==> config.mk <==
export PLATFORM = sky130hd
export DESIGN_NAME = keyed_record_stack_unit
export DESIGN_NICKNAME = d
export VERILOG_FILES = /design/src/hw/rtl/krs_pkg.sv /design/src/hw/rtl/krs_dp.sv /design/src/hw/rtl/krs_ctrl.sv /design/src/hw/rtl/keyed_record_stack_unit.sv
export SDC_FILE = /design/constraint.sdc
export NUM_CORES = 2
export LEC_CHECK = 0
export BUFFER_PORTS_ARGS = -buffer_cell sky130_fd_sc_hd__clkbuf_2
export CORE_AREA = 10 10 258 383
export DETAILED_ROUTE_END_ITERATION = 10
export DIE_AREA = 0 0 268 393
export PLACE_DENSITY_LB_ADDON = 0.15
export SETUP_SLACK_MARGIN = 0.5
export SLEW_MARGIN = 20
export SYNTH_ARGS = -nofsm -noshare
export SYNTH_HDL_FRONTEND = slang
export SYNTH_SLANG_ARGS = --single-unit
==> constraint.sdc <==
create_clock -name clk -period 15.1 [get_ports clk]
set_clock_uncertainty 0.15 [all_clocks]
set_input_delay 0.755 -clock clk [delete_from_list [all_inputs] [get_ports clk]]
set_output_delay 0.755 -clock clk [all_outputs]
set_load 0.03 [all_outputs]
==> src/hw/rtl/krs_pkg.sv <==
// ----------------------------------------------------------------------------
// krs_pkg
// Shared types and codes of the keyed record stack: item structs,
// operation and status codes, controller to datapath command and status.
// ----------------------------------------------------------------------------
`default_nettype none

package krs_pkg;

	localparam int WORD_W      = 32;
	localparam int OP_W        = 3;
	localparam int STATUS_W    = 2;
	localparam int DEPTH_OUT_W = 5;

	typedef logic [OP_W-1:0]     op_t;
	typedef logic [STATUS_W-1:0] status_t;

	localparam op_t OP_PUSH   = 3'd0;
	localparam op_t OP_POP    = 3'd1;
	localparam op_t OP_PEEK   = 3'd2;
	localparam op_t OP_UPDATE = 3'd3;
	localparam op_t OP_DELETE = 3'd4;

	localparam status_t ST_OK       = 2'd0;
	localparam status_t ST_FULL     = 2'd1;
	localparam status_t ST_EMPTY    = 2'd2;
	localparam status_t ST_NOTFOUND = 2'd3;

	typedef struct packed {
		op_t               operation;
		logic [WORD_W-1:0] in_key;
		logic [WORD_W-1:0] in_payload;
	} in_item_t;

	typedef struct packed {
		status_t                status;
		logic [WORD_W-1:0]      out_key;
		logic [WORD_W-1:0]      out_payload;
		logic [DEPTH_OUT_W-1:0] depth;
		logic                   empty_flag;
		logic                   full_flag;
	} out_item_t;

	typedef struct packed {
		logic    cap;
		logic    push_wr;
		logic    top_rd;
		logic    take_top;
		logic    init_up;
		logic    init_dn;
		logic    scan_rd;
		logic    upd_wr;
		logic    scan_dec;
		logic    del_step;
		logic    del_fin;
		logic    st_set;
		status_t st_code;
		logic    res_ld;
	} dp_cmd_t;

	typedef struct packed {
		op_t  op;
		logic empty;
		logic full;
		logic match;
		logic at_bottom;
		logic at_top;
	} dp_sts_t;

endpackage

`default_nettype wire

==> src/hw/rtl/krs_dp.sv <==
// ----------------------------------------------------------------------------
// krs_dp
// Datapath of the keyed record stack: record memory, depth counter, scan
// index, compaction write pointer, key compare and the result register.
// ----------------------------------------------------------------------------
`default_nettype none

module krs_dp #(
	parameter int DEPTH     = 16,
	parameter int KEY_WIDTH = 32
) (
	input  wire logic               clk,
	input  wire logic               arst_n,
	input  wire krs_pkg::in_item_t  item,
	input  wire krs_pkg::dp_cmd_t   cmd,
	output krs_pkg::dp_sts_t        sts,
	output krs_pkg::out_item_t      res
);

	localparam int WW = krs_pkg::WORD_W;
	localparam int KW = (KEY_WIDTH < WW) ? KEY_WIDTH : WW;
	localparam int RW = KW + WW;
	localparam int AW = $clog2(DEPTH);
	localparam int CW = $clog2(DEPTH + 1);
	localparam int DW = krs_pkg::DEPTH_OUT_W;

	logic [RW-1:0]      mem [DEPTH];
	logic [RW-1:0]      rd_q;
	krs_pkg::op_t       op_q;
	logic [KW-1:0]      key_q;
	logic [WW-1:0]      pay_q;
	logic [CW-1:0]      count_q;
	logic [AW-1:0]      idx_q;
	logic [CW-1:0]      wr_q;
	logic               found_q;
	krs_pkg::status_t   st_q;
	logic [KW-1:0]      okey_q;
	logic [WW-1:0]      opay_q;
	krs_pkg::out_item_t res_q;

	logic [KW-1:0] rd_key;
	logic [WW-1:0] rd_pay;
	logic [AW-1:0] top_idx;
	logic [CW-1:0] count_m1;
	logic          match;
	logic          rd_en;
	logic [AW-1:0] raddr;
	logic          wr_en;
	logic [AW-1:0] waddr;
	logic [RW-1:0] wdata;

	assign rd_key   = rd_q[RW-1:WW];
	assign rd_pay   = rd_q[WW-1:0];
	assign count_m1 = count_q - CW'(1);
	assign top_idx  = AW'(count_m1);
	assign match    = (rd_key == key_q);

	assign rd_en = cmd.top_rd | cmd.scan_rd;
	assign raddr = cmd.top_rd ? top_idx : idx_q;

	always_comb begin
		wr_en = 1'b0;
		waddr = idx_q;
		wdata = rd_q;
		if (cmd.push_wr) begin
			wr_en = 1'b1;
			waddr = AW'(count_q);
			wdata = {key_q, pay_q};
		end else if (cmd.upd_wr) begin
			wr_en = 1'b1;
			waddr = idx_q;
			wdata = {rd_key, pay_q};
		end else if (cmd.del_step && !match) begin
			wr_en = 1'b1;
			waddr = AW'(wr_q);
			wdata = rd_q;
		end
	end

	// record memory, registered read
	always_ff @(posedge clk) begin
		if (wr_en) begin
			mem[waddr] <= wdata;
		end
		if (rd_en) begin
			rd_q <= mem[raddr];
		end
	end

	always_ff @(posedge clk or negedge arst_n) begin
		if (!arst_n) begin
			count_q <= '0;
		end else if (cmd.push_wr) begin
			count_q <= count_q + CW'(1);
		end else if (cmd.take_top && op_q == krs_pkg::OP_POP) begin
			count_q <= count_m1;
		end else if (cmd.del_fin) begin
			count_q <= wr_q;
		end
	end

	always_ff @(posedge clk) begin
		if (cmd.cap) begin
			op_q   <= item.operation;
			key_q  <= item.in_key[KW-1:0];
			pay_q  <= item.in_payload;
			st_q   <= krs_pkg::ST_OK;
			okey_q <= '0;
			opay_q <= '0;
		end else begin
			if (cmd.st_set) begin
				st_q <= cmd.st_code;
			end else if (cmd.del_fin && !found_q) begin
				st_q <= krs_pkg::ST_NOTFOUND;
			end
			if (cmd.take_top) begin
				okey_q <= rd_key;
				opay_q <= rd_pay;
			end
		end

		if (cmd.init_up) begin
			idx_q <= top_idx;
		end else if (cmd.init_dn) begin
			idx_q <= '0;
		end else if (cmd.scan_dec) begin
			idx_q <= idx_q - AW'(1);
		end else if (cmd.del_step) begin
			idx_q <= idx_q + AW'(1);
		end

		if (cmd.init_dn) begin
			wr_q    <= '0;
			found_q <= 1'b0;
		end else if (cmd.del_step) begin
			if (match) begin
				found_q <= 1'b1;
			end else begin
				wr_q <= wr_q + CW'(1);
			end
		end

		if (cmd.res_ld) begin
			res_q.status      <= st_q;
			res_q.out_key     <= WW'(okey_q);
			res_q.out_payload <= opay_q;
			res_q.depth       <= DW'(count_q);
			res_q.empty_flag  <= (count_q == '0);
			res_q.full_flag   <= (count_q == CW'(DEPTH));
		end
	end

	assign sts.op        = op_q;
	assign sts.empty     = (count_q == '0);
	assign sts.full      = (count_q == CW'(DEPTH));
	assign sts.match     = match;
	assign sts.at_bottom = (idx_q == '0);
	assign sts.at_top    = (CW'(idx_q) == count_m1);
	assign res           = res_q;

endmodule

`default_nettype wire

==> src/hw/rtl/krs_ctrl.sv <==
// ----------------------------------------------------------------------------
// krs_ctrl
// Controller of the keyed record stack: sequences each operation over the
// datapath and owns the input and result handshakes.
// ----------------------------------------------------------------------------
`default_nettype none

module krs_ctrl (
	input  wire logic              clk,
	input  wire logic              arst_n,
	input  wire logic              cmd_valid,
	output logic                   cmd_stall,
	output logic                   res_valid,
	input  wire logic              res_stall,
	input  wire krs_pkg::dp_sts_t  sts,
	output krs_pkg::dp_cmd_t       cmd
);

	localparam logic [2:0] S_IDLE = 3'd0;
	localparam logic [2:0] S_DISP = 3'd1;
	localparam logic [2:0] S_TOPW = 3'd2;
	localparam logic [2:0] S_SRD  = 3'd3;
	localparam logic [2:0] S_SCMP = 3'd4;
	localparam logic [2:0] S_DFIN = 3'd5;
	localparam logic [2:0] S_FIN  = 3'd6;

	logic [2:0] state_q;
	logic [2:0] state_nx;
	logic       res_valid_q;

	assign cmd_stall = (state_q != S_IDLE);
	assign res_valid = res_valid_q;

	always_comb begin
		cmd      = '0;
		state_nx = state_q;
		case (state_q)
			S_IDLE: begin
				if (cmd_valid) begin
					cmd.cap  = 1'b1;
					state_nx = S_DISP;
				end
			end
			S_DISP: begin
				state_nx = S_FIN;
				case (sts.op)
					krs_pkg::OP_PUSH: begin
						if (sts.full) begin
							cmd.st_set  = 1'b1;
							cmd.st_code = krs_pkg::ST_FULL;
						end else begin
							cmd.push_wr = 1'b1;
						end
					end
					krs_pkg::OP_POP, krs_pkg::OP_PEEK: begin
						if (sts.empty) begin
							cmd.st_set  = 1'b1;
							cmd.st_code = krs_pkg::ST_EMPTY;
						end else begin
							cmd.top_rd = 1'b1;
							state_nx   = S_TOPW;
						end
					end
					krs_pkg::OP_UPDATE: begin
						if (sts.empty) begin
							cmd.st_set  = 1'b1;
							cmd.st_code = krs_pkg::ST_NOTFOUND;
						end else begin
							cmd.init_up = 1'b1;
							state_nx    = S_SRD;
						end
					end
					krs_pkg::OP_DELETE: begin
						if (sts.empty) begin
							cmd.st_set  = 1'b1;
							cmd.st_code = krs_pkg::ST_NOTFOUND;
						end else begin
							cmd.init_dn = 1'b1;
							state_nx    = S_SRD;
						end
					end
					default: begin
						state_nx = S_FIN;
					end
				endcase
			end
			S_TOPW: begin
				cmd.take_top = 1'b1;
				state_nx     = S_FIN;
			end
			S_SRD: begin
				cmd.scan_rd = 1'b1;
				state_nx    = S_SCMP;
			end
			S_SCMP: begin
				if (sts.op == krs_pkg::OP_UPDATE) begin
					if (sts.match) begin
						cmd.upd_wr = 1'b1;
						state_nx   = S_FIN;
					end else if (sts.at_bottom) begin
						cmd.st_set  = 1'b1;
						cmd.st_code = krs_pkg::ST_NOTFOUND;
						state_nx    = S_FIN;
					end else begin
						cmd.scan_dec = 1'b1;
						state_nx     = S_SRD;
					end
				end else begin
					cmd.del_step = 1'b1;
					state_nx     = sts.at_top ? S_DFIN : S_SRD;
				end
			end
			S_DFIN: begin
				cmd.del_fin = 1'b1;
				state_nx    = S_FIN;
			end
			S_FIN: begin
				if (!res_valid_q || !res_stall) begin
					cmd.res_ld = 1'b1;
					state_nx   = S_IDLE;
				end
			end
			default: begin
				state_nx = S_IDLE;
			end
		endcase
	end

	always_ff @(posedge clk or negedge arst_n) begin
		if (!arst_n) begin
			state_q     <= S_IDLE;
			res_valid_q <= 1'b0;
		end else begin
			state_q <= state_nx;
			if (cmd.res_ld) begin
				res_valid_q <= 1'b1;
			end else if (!res_stall) begin
				res_valid_q <= 1'b0;
			end
		end
	end

endmodule

`default_nettype wire

==> src/hw/rtl/keyed_record_stack_unit.sv <==
// ----------------------------------------------------------------------------
// keyed_record_stack_unit
// Bounded LIFO stack of key/payload records with push, pop, peek, update by
// key and delete by key; one result item per input item.
//
// The cmd channel takes one item at a time: cmd_stall is high from the cycle
// after an accept until the result has been placed in the output register.
// Each item yields one res item, held in that register until taken, so the
// next cmd item is accepted while a result still waits on res_stall.
// Sequence from accept to res_valid, with n records held: push, unknown
// codes, and pop, peek, update or delete on an empty stack go from dispatch
// to the final state; pop and peek first read the top record and take it;
// update reads and compares records from the top down until a match or the
// bottom; delete examines all n records from the bottom up, compacting those
// that do not match, then sets the new depth. The memory has one read and one
// write port with registered read data, and the key search reads a record in
// S_SRD and compares it in S_SCMP.
// A stalled result holds the next item in the final state of the controller until taken.
// Reset empties the stack and drops any pending result; record contents are
// not cleared.
// ----------------------------------------------------------------------------
`default_nettype none

module keyed_record_stack_unit #(
	parameter int DEPTH     = 16,
	parameter int KEY_WIDTH = 32
) (
	input  wire logic              clk,
	input  wire logic              arst_n,
	input  wire logic              cmd_valid,
	output logic                   cmd_stall,
	input  wire krs_pkg::in_item_t cmd,
	output logic                   res_valid,
	input  wire logic              res_stall,
	output krs_pkg::out_item_t     res
);

	krs_pkg::dp_cmd_t dp_cmd;
	krs_pkg::dp_sts_t dp_sts;

	krs_ctrl u_ctrl (
		.clk       (clk),
		.arst_n    (arst_n),
		.cmd_valid (cmd_valid),
		.cmd_stall (cmd_stall),
		.res_valid (res_valid),
		.res_stall (res_stall),
		.sts       (dp_sts),
		.cmd       (dp_cmd)
	);

	krs_dp #(
		.DEPTH     (DEPTH),
		.KEY_WIDTH (KEY_WIDTH)
	) u_dp (
		.clk    (clk),
		.arst_n (arst_n),
		.item   (cmd),
		.cmd    (dp_cmd),
		.sts    (dp_sts),
		.res    (res)
	);

	a_one_at_a_time: assert property (@(posedge clk) disable iff (!arst_n)
		cmd_valid && !cmd_stall |=> cmd_stall)
		else $error("item accepted while previous item in flight");

	a_no_push_when_full: assert property (@(posedge clk) disable iff (!arst_n)
		dp_cmd.push_wr |-> !dp_sts.full)
		else $error("push written into a full stack");

	a_no_result_overwrite: assert property (@(posedge clk) disable iff (!arst_n)
		dp_cmd.res_ld |-> !(res_valid && res_stall))
		else $error("result register loaded while result stalled");

	a_flags_exclusive: assert property (@(posedge clk) disable iff (!arst_n)
		res_valid |-> !(res.empty_flag && res.full_flag))
		else $error("empty and full flags both set");

	a_empty_status: assert property (@(posedge clk) disable iff (!arst_n)
		res_valid && res.status == krs_pkg::ST_EMPTY |-> res.empty_flag)
		else $error("empty status on a non-empty stack");

endmodule

`default_nettype wire
==> reports/metrics.yaml <==
outcome:
  status: "finished clean"
timing:
  hold_viol_final: 0
  report.final.slew_viol_count: 0
  rsz0062_at_grt: "no"
  finalCriticalPeriod_ps: 6220
  timing.final.crit_share_pct: 41.2
  setup_viol: 0
  fmax_mhz: 161
  worstMarginPinSlew_ps: 1230
  fin_setup_tns_ps: 0
  relSlewSlack_pct: 18.1
placed_design:
  io_buffers: 145
  place_area_um2: 52100
  gp_congestion: 0.812
  dp_cells: 4114
  dp.final_hpwl_mm: 63.1
power_and_ir_drop:
  leakage_uw: 0.0196
  p_per_area_nw_per_um2: 179
  p_total_uw: 9980
  ir_drop_mv: 0.114
global_routing:
  antenna_found_initial: 1
  grt_overflow: 0
  grt_max_degree: 132
  grt_pass1_wl_mm: 177
  gr-usage-all-layers_pct: 23.0
  grt_pass1_vias: 26700
clock_network:
  post_cts_buffers: 0
  cts_made_buffers: 116
  cts_resized: 0
  clkTransAtPathRegs_ps: 70
  root_buffer: "clkbuf_16"
  insertion_delay_ps: 720
  h-tree-depth: 3
  max-clock-path-buffers: 3
  cts.sinks: 1313
  cts_tree: "done"
  cts_hold_buf: 1
drt:
  viasPerCell: 6.17
  drc_errors: 0
  wl_mm: 122
  ant_nets: 0
  wl_per_cell_um: 28.2
  routed-via-count: 26700
  drt_iter0_markers: 2521
  drt_pass1_iterations: 5
critical_path:
  cp-end-kind: "flip-flop"
  cp_max_fo: 131
  worstPathArrival_ps: 6520
  worstPathRequired_ps: 15400
  crit_type: "flip-flop to flip-flop"
  cp-start-kind: "flip-flop"
floorplan:
  die_area_um2: 105000
  rows: 136
  die_h_um: 393
  ios: 146
  die_w_um: 268
  core_um2: 91500
  initial_core_util_pct: 54.6
cells_and_area:
  synthToLayoutAreaGrowth_pct: 11.8
  final_cell_mix: "edfxtp_1, mux2i_1, o22ai_1, nand2_1, clkbuf_2"
  nets: 3137
  design_area_um2: 55900
  drive_above_1_share_pct: 14.2
  diodes: 0
  stdcell_count: 4334
  fin_util_pct: 61.0
  mostFrequentLayoutCell: "edfxtp_1"
hold_path:
  hold_path.class: "primary input to flip-flop"
synthesis:
  synth_edf_count: 1232
  yosysSeqAreaShare_pct: 77.4
  synth_top_area_share_pct: 74.0
  yosys-top-cells-area: "edfxtp_1, mux2i_1, o22ai_1, dfxtp_1, nand2_1"
  synth_cells: 2882
  synth_area_um2: 50000
  synth_area_leader_cell: "edfxtp_1"
  ys_seq_elements: 1313
  ys_warn_count: 0
  synthFlopType: "edfxtp_1"
  async_flop_share_pct: 0.685
  ys_types: 54
  syn_avg_cell_area_um2: 17.3
  syn-num-nets: 2959
run:
  cap_violations: 0
## state kept, by name, summed over array words and instances (netlist names)
name	flops
u_dp.st_q	2
u_dp.res	73
u_dp.mem	1024
u_dp.opay_q	32
u_dp.rd_q	64
u_dp.okey_q	32
u_dp.idx_q	4
u_dp.key_q	32
u_dp.op_q	3
u_ctrl.state_q	3
u_ctrl.res_valid	1
u_dp.found_q	1
u_dp.count_q	5
u_dp.wr_q	5
u_dp.pay_q	32
## routing by layer
metal  up-vias  global-route usage, %  wire (µm)
li1      11700                      -          -
met3       202                   3.76       8080
met1     13800                   30.8      50900
met2      1008                   37.7      59400
met4         2                   8.02       3650
met5         -                      0         17
## worst paths after layout
check / start / end / slack [ps] / cells after the start
min in group asynchronous: arst_n / u_dp.count_q[0]$_DFFE_PN0P_ / 310 / 2
worst min-delay path: cmd[24] / u_dp.pay_q[24]$_DFFE_PP_ / 60 / 1
worst max-delay path: u_dp.count_q[0]$_DFFE_PN0P_ / u_dp.rd_q[49]$_DFFE_PP_ / 8880 / 11
worst min register to register: u_dp.okey_q[26]$_SDFFE_PP0N_ / u_dp.res[65]$_DFFE_PP_ / 280 / 0
max in group asynchronous: arst_n / u_dp.count_q[4]$_DFFE_PN0P_ / 14270 / 2
worst max register to register: u_dp.count_q[0]$_DFFE_PN0P_ / u_dp.rd_q[49]$_DFFE_PP_ / 8880 / 11
## cells in the mapped netlist, drive strengths merged (8+ instances only)
cell and instances:
nand2 263, xnor2 42, a21oi 80, mux2 34
o22ai 261, buf 68, nand3 9, nor2 16
nand4 8, mux2i 521, o21ai 14, nor4 21
edfxtp 1232, or4 64, dfxtp 72, clkbuf 83
dfrtp 9, nor3 9
## per-stage QoR
stage | worst slack [ps] | hold slack [ps]
floorplan | 5920 | 258
global placement | 9020 | 262
detailed placement | 8830 | 266
CTS | 8830 | 7.61
global route | 8460 | 27.9
finish | 8880 | 61.1
## power by group
group          internal [µW]  switching, µW  leakage, µW
Combinational            742           1500      0.00594
Sequential              4600            199       0.0118
Clock                   1660           1280      0.00184
Total                   7000           2980       0.0196
## worst max-delay path, stage by stage (launching register included)
cell and delay [ps]:
dfrtp_1 530, inv_1 160, ha_1 310, nor4b_2 240, nor4_4 740, mux2i_4 360, buf_12 530, buf_12 750
buf_4 930, mux2i_1 300, o22ai_1 110, or4_1 540
## kinds of logic (layout without fill, tap and decap cells)
group / after synthesis / count (layout) / synth area share, %
flip-flops: 1313 / 1313 / 77.4
AO/OA/AOI/OAI: 384 / 384 / 4.69
XOR/XNOR: 46 / 46 / 0.806
AND/OR/NAND/NOR: 421 / 421 / 4.08
multiplexers: 555 / 555 / 11.2
buffers and inverters: 157 / 436 / 1.67
adder cells (fa/ha/maj): 6 / 6 / 0.165
## cell type report
type                       instances  area, µm²
timing repair buffer             211       1260
clock inverter                    61        568
inverter                           6       22.5
clock buffer                     158       3200
fill                            6618      35700
sequential                      1313      38700
multi-input combinational       1412      10700
tap                             1173       1470
Note: power is estimated with default switching activity, not from simulation.
